--- src/sv/pqu_pkg.sv ---
package pqu_pkg;

	// queue depth and derived widths
	localparam int CAPACITY = 16;
	localparam int IDX_W    = $clog2(CAPACITY);
	localparam int CNT_W    = $clog2(CAPACITY + 1);

	// payload widths
	localparam int ID_W    = 32;
	localparam int PRIO_W  = 16;
	localparam int STAMP_W = 31;
	localparam int OSTAMP_W = 32;

	localparam logic [STAMP_W-1:0] STAMP_MAX = '1;

	// result status codes
	typedef enum logic [2:0] {
		ST_INSERTED = 3'd0,
		ST_DUP      = 3'd1,
		ST_FULL     = 3'd2,
		ST_POPPED   = 3'd3,
		ST_EMPTY    = 3'd4
	} status_t;

	// operation codes
	localparam logic FUNC_INSERT = 1'b0;
	localparam logic FUNC_POP    = 1'b1;

	// controller to datapath commands
	typedef struct packed {
		logic load;   // item accepted: capture fields and compare results
		logic apply;  // update the queue and load the result register
	} cmd_t;

endpackage

--- src/sv/pqu_if.sv ---
interface pqu_req_if;
	logic                valid;
	logic                ready;
	logic                func;
	logic signed [31:0]  new_id;
	logic signed [15:0]  new_priority;

	modport source (output valid, output func, output new_id, output new_priority, input ready);
	modport sink   (input valid, input func, input new_id, input new_priority, output ready);
endinterface

interface pqu_rsp_if;
	logic                valid;
	logic                ready;
	logic [2:0]          status;
	logic signed [31:0]  out_id;
	logic signed [15:0]  out_priority;
	logic signed [31:0]  out_stamp;

	modport source (output valid, output status, output out_id, output out_priority,
		output out_stamp, input ready);
	modport sink   (input valid, input status, input out_id, input out_priority,
		input out_stamp, output ready);
endinterface

--- src/sv/pqu_ctrl.sv ---
module pqu_ctrl (
	input  logic          clk,
	input  logic          arst_n,
	input  logic          req_valid,
	output logic          req_ready,
	output logic          rsp_valid,
	input  logic          rsp_ready,
	output pqu_pkg::cmd_t cmd
);
	import pqu_pkg::*;

	typedef enum logic [1:0] {
		S_IDLE  = 2'b01,
		S_APPLY = 2'b10
	} state_t;

	state_t state_q;
	logic   rsp_valid_q;
	logic   apply_go;

	// apply waits only while an older result is still unclaimed
	assign apply_go  = (state_q == S_APPLY) && (!rsp_valid_q || rsp_ready);
	assign req_ready = (state_q == S_IDLE);
	assign rsp_valid = rsp_valid_q;

	assign cmd.load  = req_valid && req_ready;
	assign cmd.apply = apply_go;

	always_ff @(posedge clk or negedge arst_n) begin
		if (!arst_n) begin
			state_q     <= S_IDLE;
			rsp_valid_q <= 1'b0;
		end else begin
			unique case (state_q)
				S_IDLE: begin
					if (cmd.load) state_q <= S_APPLY;
				end
				S_APPLY: begin
					if (apply_go) state_q <= S_IDLE;
				end
				default: state_q <= S_IDLE;
			endcase
			if (apply_go) begin
				rsp_valid_q <= 1'b1;
			end else if (rsp_ready) begin
				rsp_valid_q <= 1'b0;
			end
		end
	end

endmodule

--- src/sv/pqu_dp.sv ---
module pqu_dp (
	input  logic                           clk,
	input  logic                           arst_n,
	input  pqu_pkg::cmd_t                  cmd,
	input  logic                           func,
	input  logic signed [pqu_pkg::ID_W-1:0]   new_id,
	input  logic signed [pqu_pkg::PRIO_W-1:0] new_priority,
	output logic [2:0]                     status,
	output logic signed [pqu_pkg::ID_W-1:0]   out_id,
	output logic signed [pqu_pkg::PRIO_W-1:0] out_priority,
	output logic signed [pqu_pkg::OSTAMP_W-1:0] out_stamp
);
	import pqu_pkg::*;

	// row of cells, head in cell 0
	logic [ID_W-1:0]          cell_id_q    [CAPACITY];
	logic signed [PRIO_W-1:0] cell_prio_q  [CAPACITY];
	logic [STAMP_W-1:0]       cell_stamp_q [CAPACITY];

	// neighbor values for shifting (own value at the ends)
	logic [ID_W-1:0]          shr_id    [CAPACITY];
	logic signed [PRIO_W-1:0] shr_prio  [CAPACITY];
	logic [STAMP_W-1:0]       shr_stamp [CAPACITY];
	logic [ID_W-1:0]          shl_id    [CAPACITY];
	logic signed [PRIO_W-1:0] shl_prio  [CAPACITY];
	logic [STAMP_W-1:0]       shl_stamp [CAPACITY];

	logic [CNT_W-1:0]   count_q;
	logic [STAMP_W-1:0] next_stamp_q;

	logic                     func_q;
	logic [ID_W-1:0]          id_q;
	logic signed [PRIO_W-1:0] prio_q;
	logic                     dup_q;
	logic [CAPACITY-1:0]      le_q;
	logic [CAPACITY-1:0]      le_prev;

	logic [CAPACITY-1:0] cell_valid;
	logic [CAPACITY-1:0] id_match;
	logic [CAPACITY-1:0] prio_le;

	logic full, empty, ins_ok, pop_ok;

	logic [2:0]               status_q;
	logic [ID_W-1:0]          out_id_q;
	logic [PRIO_W-1:0]        out_prio_q;
	logic [OSTAMP_W-1:0]      out_stamp_q;

	genvar g;
	generate
		for (g = 0; g < CAPACITY; g++) begin : g_nb
			if (g == 0) begin : g_first
				assign shr_id[g]    = cell_id_q[g];
				assign shr_prio[g]  = cell_prio_q[g];
				assign shr_stamp[g] = cell_stamp_q[g];
			end else begin : g_mid_r
				assign shr_id[g]    = cell_id_q[g-1];
				assign shr_prio[g]  = cell_prio_q[g-1];
				assign shr_stamp[g] = cell_stamp_q[g-1];
			end
			if (g == CAPACITY - 1) begin : g_last
				assign shl_id[g]    = cell_id_q[g];
				assign shl_prio[g]  = cell_prio_q[g];
				assign shl_stamp[g] = cell_stamp_q[g];
			end else begin : g_mid_l
				assign shl_id[g]    = cell_id_q[g+1];
				assign shl_prio[g]  = cell_prio_q[g+1];
				assign shl_stamp[g] = cell_stamp_q[g+1];
			end
		end
	endgenerate

	// per-cell compares against the incoming item
	always_comb begin
		for (int i = 0; i < CAPACITY; i++) begin
			cell_valid[i] = (CNT_W'(i) < count_q);
			id_match[i]   = cell_valid[i] && (cell_id_q[i] == new_id);
			prio_le[i]    = cell_valid[i] && (cell_prio_q[i] <= new_priority);
		end
	end

	// cells holding priority <= new form a prefix; insert goes at its end
	assign le_prev = {le_q[CAPACITY-2:0], 1'b1};

	assign full   = (count_q == CNT_W'(CAPACITY));
	assign empty  = (count_q == '0);
	assign ins_ok = (func_q == FUNC_INSERT) && !dup_q && !full;
	assign pop_ok = (func_q == FUNC_POP) && !empty;

	always_ff @(posedge clk) begin
		if (cmd.load) begin
			func_q <= func;
			id_q   <= new_id;
			prio_q <= new_priority;
			dup_q  <= |id_match;
			le_q   <= prio_le;
		end
	end

	always_ff @(posedge clk) begin
		if (cmd.apply) begin
			for (int i = 0; i < CAPACITY; i++) begin
				if (ins_ok && !le_q[i]) begin
					if (le_prev[i]) begin
						cell_id_q[i]    <= id_q;
						cell_prio_q[i]  <= prio_q;
						cell_stamp_q[i] <= next_stamp_q;
					end else begin
						cell_id_q[i]    <= shr_id[i];
						cell_prio_q[i]  <= shr_prio[i];
						cell_stamp_q[i] <= shr_stamp[i];
					end
				end else if (pop_ok) begin
					cell_id_q[i]    <= shl_id[i];
					cell_prio_q[i]  <= shl_prio[i];
					cell_stamp_q[i] <= shl_stamp[i];
				end
			end
		end
	end

	always_ff @(posedge clk or negedge arst_n) begin
		if (!arst_n) begin
			count_q      <= '0;
			next_stamp_q <= STAMP_W'(1);
		end else if (cmd.apply) begin
			if (ins_ok) begin
				count_q <= count_q + CNT_W'(1);
				if (next_stamp_q != STAMP_MAX) next_stamp_q <= next_stamp_q + STAMP_W'(1);
			end else if (pop_ok) begin
				count_q <= count_q - CNT_W'(1);
			end
		end
	end

	// result register
	always_ff @(posedge clk) begin
		if (cmd.apply) begin
			if (func_q == FUNC_INSERT) begin
				out_id_q    <= '1;
				out_prio_q  <= '1;
				out_stamp_q <= '1;
				priority if (dup_q) status_q <= ST_DUP;
				else if (full)      status_q <= ST_FULL;
				else                status_q <= ST_INSERTED;
			end else if (empty) begin
				status_q    <= ST_EMPTY;
				out_id_q    <= '1;
				out_prio_q  <= '1;
				out_stamp_q <= '1;
			end else begin
				status_q    <= ST_POPPED;
				out_id_q    <= cell_id_q[0];
				out_prio_q  <= cell_prio_q[0];
				out_stamp_q <= {1'b0, cell_stamp_q[0]};
			end
		end
	end

	assign status       = status_q;
	assign out_id       = out_id_q;
	assign out_priority = out_prio_q;
	assign out_stamp    = out_stamp_q;

`ifndef SYNTHESIS
	a_count_bound: assert property (@(posedge clk) disable iff (!arst_n)
		count_q <= CNT_W'(CAPACITY))
		else $error("entry count above capacity");

	a_insert_grows: assert property (@(posedge clk) disable iff (!arst_n)
		cmd.apply && ins_ok |=> count_q == $past(count_q) + CNT_W'(1))
		else $error("accepted insert did not grow the queue");

	a_le_prefix: assert property (@(posedge clk) disable iff (!arst_n)
		cmd.apply |-> ((le_q & ~le_prev) == '0))
		else $error("priority compare flags are not a prefix, row out of order");

	a_stamp_nonzero: assert property (@(posedge clk) disable iff (!arst_n)
		next_stamp_q != '0)
		else $error("next stamp wrapped to zero");
`endif

endmodule

--- src/sv/priority_queue_unique_id.sv ---
// channel | dir | handshake     | payload
// req     | in  | valid, ready  | func, new_id, new_priority
// rsp     | out | valid, ready  | status, out_id, out_priority, out_stamp
//
// every item has an accept step and an apply step: the accept edge captures the fields
// and the parallel id and priority compares over the 16-cell row, the apply edge shifts
// the row and loads the result register
// the next item is accepted while a result still waits in the result register;
// the apply step stalls only while that register is still full
// reset clears the entry count and sets the next stamp to one; cells are not cleared
module priority_queue_unique_id (
	input  logic  clk,
	input  logic  arst_n,
	pqu_req_if.sink   req,
	pqu_rsp_if.source rsp
);
	import pqu_pkg::*;

	cmd_t cmd;

	// controller: accept, apply and result-valid sequencing
	pqu_ctrl u_ctrl (
		.clk       (clk),
		.arst_n    (arst_n),
		.req_valid (req.valid),
		.req_ready (req.ready),
		.rsp_valid (rsp.valid),
		.rsp_ready (rsp.ready),
		.cmd       (cmd)
	);

	// datapath: row of cells, compares, count, stamp and result register
	pqu_dp u_dp (
		.clk          (clk),
		.arst_n       (arst_n),
		.cmd          (cmd),
		.func         (req.func),
		.new_id       (req.new_id),
		.new_priority (req.new_priority),
		.status       (rsp.status),
		.out_id       (rsp.out_id),
		.out_priority (rsp.out_priority),
		.out_stamp    (rsp.out_stamp)
	);

endmodule
--- src/flat_wrapper.sv ---
// flat-port wrapper written by rule: the top's interface ports become plain ports
module priority_queue_unique_id_flat import pqu_pkg::*;
  (clk, arst_n, req_valid, req_func, req_new_id, req_new_priority, req_ready, rsp_valid, rsp_status, rsp_out_id, rsp_out_priority, rsp_out_stamp, rsp_ready);
  pqu_req_if req_i ();
  pqu_rsp_if rsp_i ();
  input  logic clk;
  input  logic arst_n;
  input wire logic [$bits(req_i.valid)-1:0] req_valid;
  input wire logic [$bits(req_i.func)-1:0] req_func;
  input wire logic [$bits(req_i.new_id)-1:0] req_new_id;
  input wire logic [$bits(req_i.new_priority)-1:0] req_new_priority;
  output wire logic [$bits(req_i.ready)-1:0] req_ready;
  output wire logic [$bits(rsp_i.valid)-1:0] rsp_valid;
  output wire logic [$bits(rsp_i.status)-1:0] rsp_status;
  output wire logic [$bits(rsp_i.out_id)-1:0] rsp_out_id;
  output wire logic [$bits(rsp_i.out_priority)-1:0] rsp_out_priority;
  output wire logic [$bits(rsp_i.out_stamp)-1:0] rsp_out_stamp;
  input wire logic [$bits(rsp_i.ready)-1:0] rsp_ready;
  assign req_i.valid = req_valid;
  assign req_i.func = req_func;
  assign req_i.new_id = req_new_id;
  assign req_i.new_priority = req_new_priority;
  assign req_ready = req_i.ready;
  assign rsp_valid = rsp_i.valid;
  assign rsp_status = rsp_i.status;
  assign rsp_out_id = rsp_i.out_id;
  assign rsp_out_priority = rsp_i.out_priority;
  assign rsp_out_stamp = rsp_i.out_stamp;
  assign rsp_i.ready = rsp_ready;
  priority_queue_unique_id u_core (.clk(clk), .arst_n(arst_n), .req(req_i), .rsp(rsp_i));
endmodule
--- config.mk ---
export PLATFORM = sky130hd
export DESIGN_NAME = priority_queue_unique_id_flat
export DESIGN_NICKNAME = d
export VERILOG_FILES = /design/src/sv/pqu_pkg.sv /design/src/sv/pqu_if.sv /design/src/sv/pqu_ctrl.sv /design/src/sv/pqu_dp.sv /design/src/sv/priority_queue_unique_id.sv /design/src/flat_wrapper.sv
export SDC_FILE = /design/constraint.sdc
export NUM_CORES = 2
export LEC_CHECK = 0
export BUFFER_PORTS_ARGS = -buffer_cell sky130_fd_sc_hd__buf_2
export CORE_ASPECT_RATIO = 1.25
export CORE_MARGIN = 1.5
export CORE_UTILIZATION = 62
export DETAILED_ROUTE_END_ITERATION = 12
export PLACE_DENSITY = 0.79
export SYNTH_ARGS = -nofsm -noshare
export SYNTH_HDL_FRONTEND = slang
export SYNTH_SLANG_ARGS = --single-unit
--- constraint.sdc ---
create_clock -name clk -period 13.7 [get_ports clk]
set_clock_uncertainty 0.15 [all_clocks]
set_input_delay 2.74 -clock clk [delete_from_list [all_inputs] [get_ports clk]]
set_output_delay 2.74 -clock clk [all_outputs]
set_load 0.1 [all_outputs]
==> metrics.txt <==
largest net degree at the start of global routing 287; final hold vios 0; setup slack after layout 6650 ps; sinks on the clock net 1452; Horiz. Die Dim 327 um; Max Clk Rate around 140 MHz; Storage cell area 43400 um^2; hold_buf cts 0; DR vias 59.5k; total congestion overflow 0; H-tree lvl count 4; CTS Buffer Depth 3; post-route minimum period 7050 ps; Setup TNS 0 ps; worst reg2reg path depth 9; slew margin rel. 0.0748; Setup Crit Path Kind in2reg; CTS-repair resized insts 0; Seq/Total Area, Yosys 0.533; critical path fanouts, max 43; Hold Path Depth 2; most frequent cell after synthesis edfxtp_1; drt via density about 6.6; synthesized area 81500 um^2; Die Height 408 um; CTS clk-pin slew, worst paths 60 ps; DR pass1 iterations 6; CP Launch Point rsp_ready; WP data required about 14000 ps; number of port buffers approximately 140; Syn. warnings 0; crit-path cells buf_2 -> nand2b_1 -> nand2_1 -> inv_4 -> nand2_4 -> nor3_4 -> buf_4 -> buf_4 -> mux2i_1 -> o21ai_0; RSZ-0062 raised after global routing no; dpl ws around 6000 ps; Synth top area share 0.521; DR iter-0 viols 7331; Worst VDD drop ~0.13 mV; count of final setup violators 0; min-delay src u_core.u_ctrl.state_q[1]; async set-reset flop share out of synthesis 0.0269; Most Frequent Cell on Critical Path buf_4; row count ~150; WL/cell 27.0 um; Pwr Density 124 nW/um^2; Yosys cell types 57; wirelength, routed 242000 um; top post-synthesis cells by area edfxtp_1 (52%), mux2i_1 (12%), nand2_1 (6.2%), o21ai_0 (5.8%), ha_1 (4.0%); LEAKAGE 27.7 nW; # DRC 0; routability cong. about 1; CP startpoint kind input pin; root buf cell clkbuf_16; commonest cells in the netlist edfxtp_1 (1413), nand2_1 (1340), mux2i_1 (995); initial core utilization 0.625; Max stage delay on crit path 1140 ps; #FFs+latches synth 1452; Worst Tran Pin Value 1370 ps; HP Class reg2reg; slowest stage cell, crit path nor3_4; Nets 7413; Mapped Cells 7310; fraction of layout cells with a size suffix above 1 0.0788; post-synth top area cell edfxtp_1; initial antenna violation count 13; Post-Syn Area per Cell 11.1 um^2; multi-input combinational cell area 35300 um^2; CP arrival between 7000 and 8000 ps; Die ar. roughly 130000 um^2; Max-Cap Viols 0; CTS Buf Count 148; Synth Net Count 7624; fillers 9801; Top-Level Pins 138; fin crit share 0.515; Worst R2R Start u_core.u_ctrl.state_q[1]; EDFF count, synth 1413; worst reg2reg endpoint u_core.u_dp.cell_id_q[0][159]; Post-synth top flop edfxtp_1; CTS tree built; Hold Path End u_core.u_ctrl.rsp_valid; Tot GR Track Use 0.357; worst skew pair latency around 820 ps; area grow syn2layout 7.09%; Core Area 130000 um^2; number of global-route vias before repair 58.7k; r2r setup slk 8210 ps; first-pass GRT wire length 362000 um; status completed; post-CTS setup repair buffer count 0; number of routed nets with antenna violations 0; Detail Placement HPWL 161000 um; Final Max Slew Viols 0; CP Capture Type flop
==> power breakdown <==
part / total (mW) / internal (mW) / switching, mW
registers: 5.46 / 5.18 / 0.280
clock network: 4.09 / 2.25 / 1.84
logic: 1.27 / 0.395 / 0.876
total: 10.8 / 7.82 / 3.00
==> area by class of cell <==
cell class / count / share of cell area
tap: 1725 / 0.0247
inverter: 43 / 0.00188
sequential: 1452 / 0.498
timing repair buffer: 224 / 0.0162
clock buffer: 195 / 0.0462
antenna: 6 / 0.000172
clock inverter: 79 / 0.00850
multi-input combinational: 5230 / 0.405
==> critical path: cells and delay by family <==
| family | cells | cell delay (ps) |
|---|---|---|
| AOI/OAI and AO/OA | 1 | 100 |
| buffers and inverters | 4 | 1910 |
| muxes | 1 | 280 |
| and+or+nand+nor | 4 | 2220 |
==> kinds of logic after synthesis <==
| group | synth area share |
|---|---|
| compound gates | 0.0938 |
| fa+ha+maj | 0.0401 |
| buf+inv | 0.0374 |
| flops | 0.533 |
| xor+xnor | 0.0600 |
| mux | 0.133 |
| simple gates | 0.103 |
==> cells in the final DEF, fill, tap and decap left out, drive strengths merged, types with 3 or more instances in the layout <==
cell type	instances
clkbuf	195
a41oi	3
nor2b	20
o21a	27
o41ai	6
o22a	3
bufinv	8
o211ai	5
nand3	24
dfrtp	37
nor2	178
a211oi	5
ha	261
xnor2	249
and4	14
and3	7
a21oi	76
o21ai	1048
a22oi	39
nand2b	92
diode	6
nand2	1341
mux2i	995
nor3	36
inv	55
or3	6
xor2	309
clkinv	51
edfxtp	1413
a2111oi	3
nand4	129
a21o	96
mux2	76
nor4	85
buf	224
or2	8
a31oi	7
clkinvlp	8
o22ai	71
==> registers in the layout, indices dropped and copies added, names as in the netlist <==
signal	count
u_core.u_ctrl.rsp_valid	1
u_core.u_dp.out_id	32
u_core.u_dp.out_stamp	32
u_core.u_dp.next_stamp_q	31
u_core.u_dp.out_priority	16
u_core.u_dp.count_q	5
u_core.u_dp.status	3
u_core.u_ctrl.state_q	2
u_core.u_dp.cell_id_q	512
u_core.u_dp.cell_prio_q	256
u_core.u_dp.func_q	1
u_core.u_dp.le_q	16
u_core.u_dp.id_q	32
u_core.u_dp.dup_q	1
u_core.u_dp.cell_stamp_q	496
u_core.u_dp.prio_q	16
==> worst max-delay path by stage <==
stage,endpoint,depth (start not counted)
floorplan,u_core.u_dp.cell_id_q[0][0],7
global placement,u_core.u_dp.cell_id_q[0][144],10
detailed placement,u_core.u_dp.cell_id_q[0][132],10
CTS,u_core.u_dp.cell_id_q[0][132],10
global route,u_core.u_dp.cell_id_q[0][129],10
finish,u_core.u_dp.cell_id_q[0][159],10
==> stage by stage <==
| step | instances | instance area (um^2) | hold slack [ps] | power, mW | utilization |
|---|---|---|---|---|---|
| final | 8954 | 87200 | 383 | 10.8 | 0.669 |
| after global placement | 8674 | 82500 | 349 | 6.72 | 0.633 |
| after floorplan | 7310 | 81500 | 318 | 6.32 | - |
| after global routing | 8949 | 87200 | 396 | 11.1 | 0.669 |
| after CTS | 8948 | 87200 | 381 | 10.8 | 0.669 |
| after detailed placement | 8674 | 82500 | 348 | 6.78 | 0.633 |
==> per-layer routing <==
metal,vias to the layer above,GRT usage,part of all wire
met4,10,0.195,0.063
met1,29200,0.445,0.37
li1,26100,-,-
met5,-,0,0.00025
met3,914,0.0651,0.089
met2,3304,0.590,0.48
No activity file was read; power rests on OpenSTA's default activity.
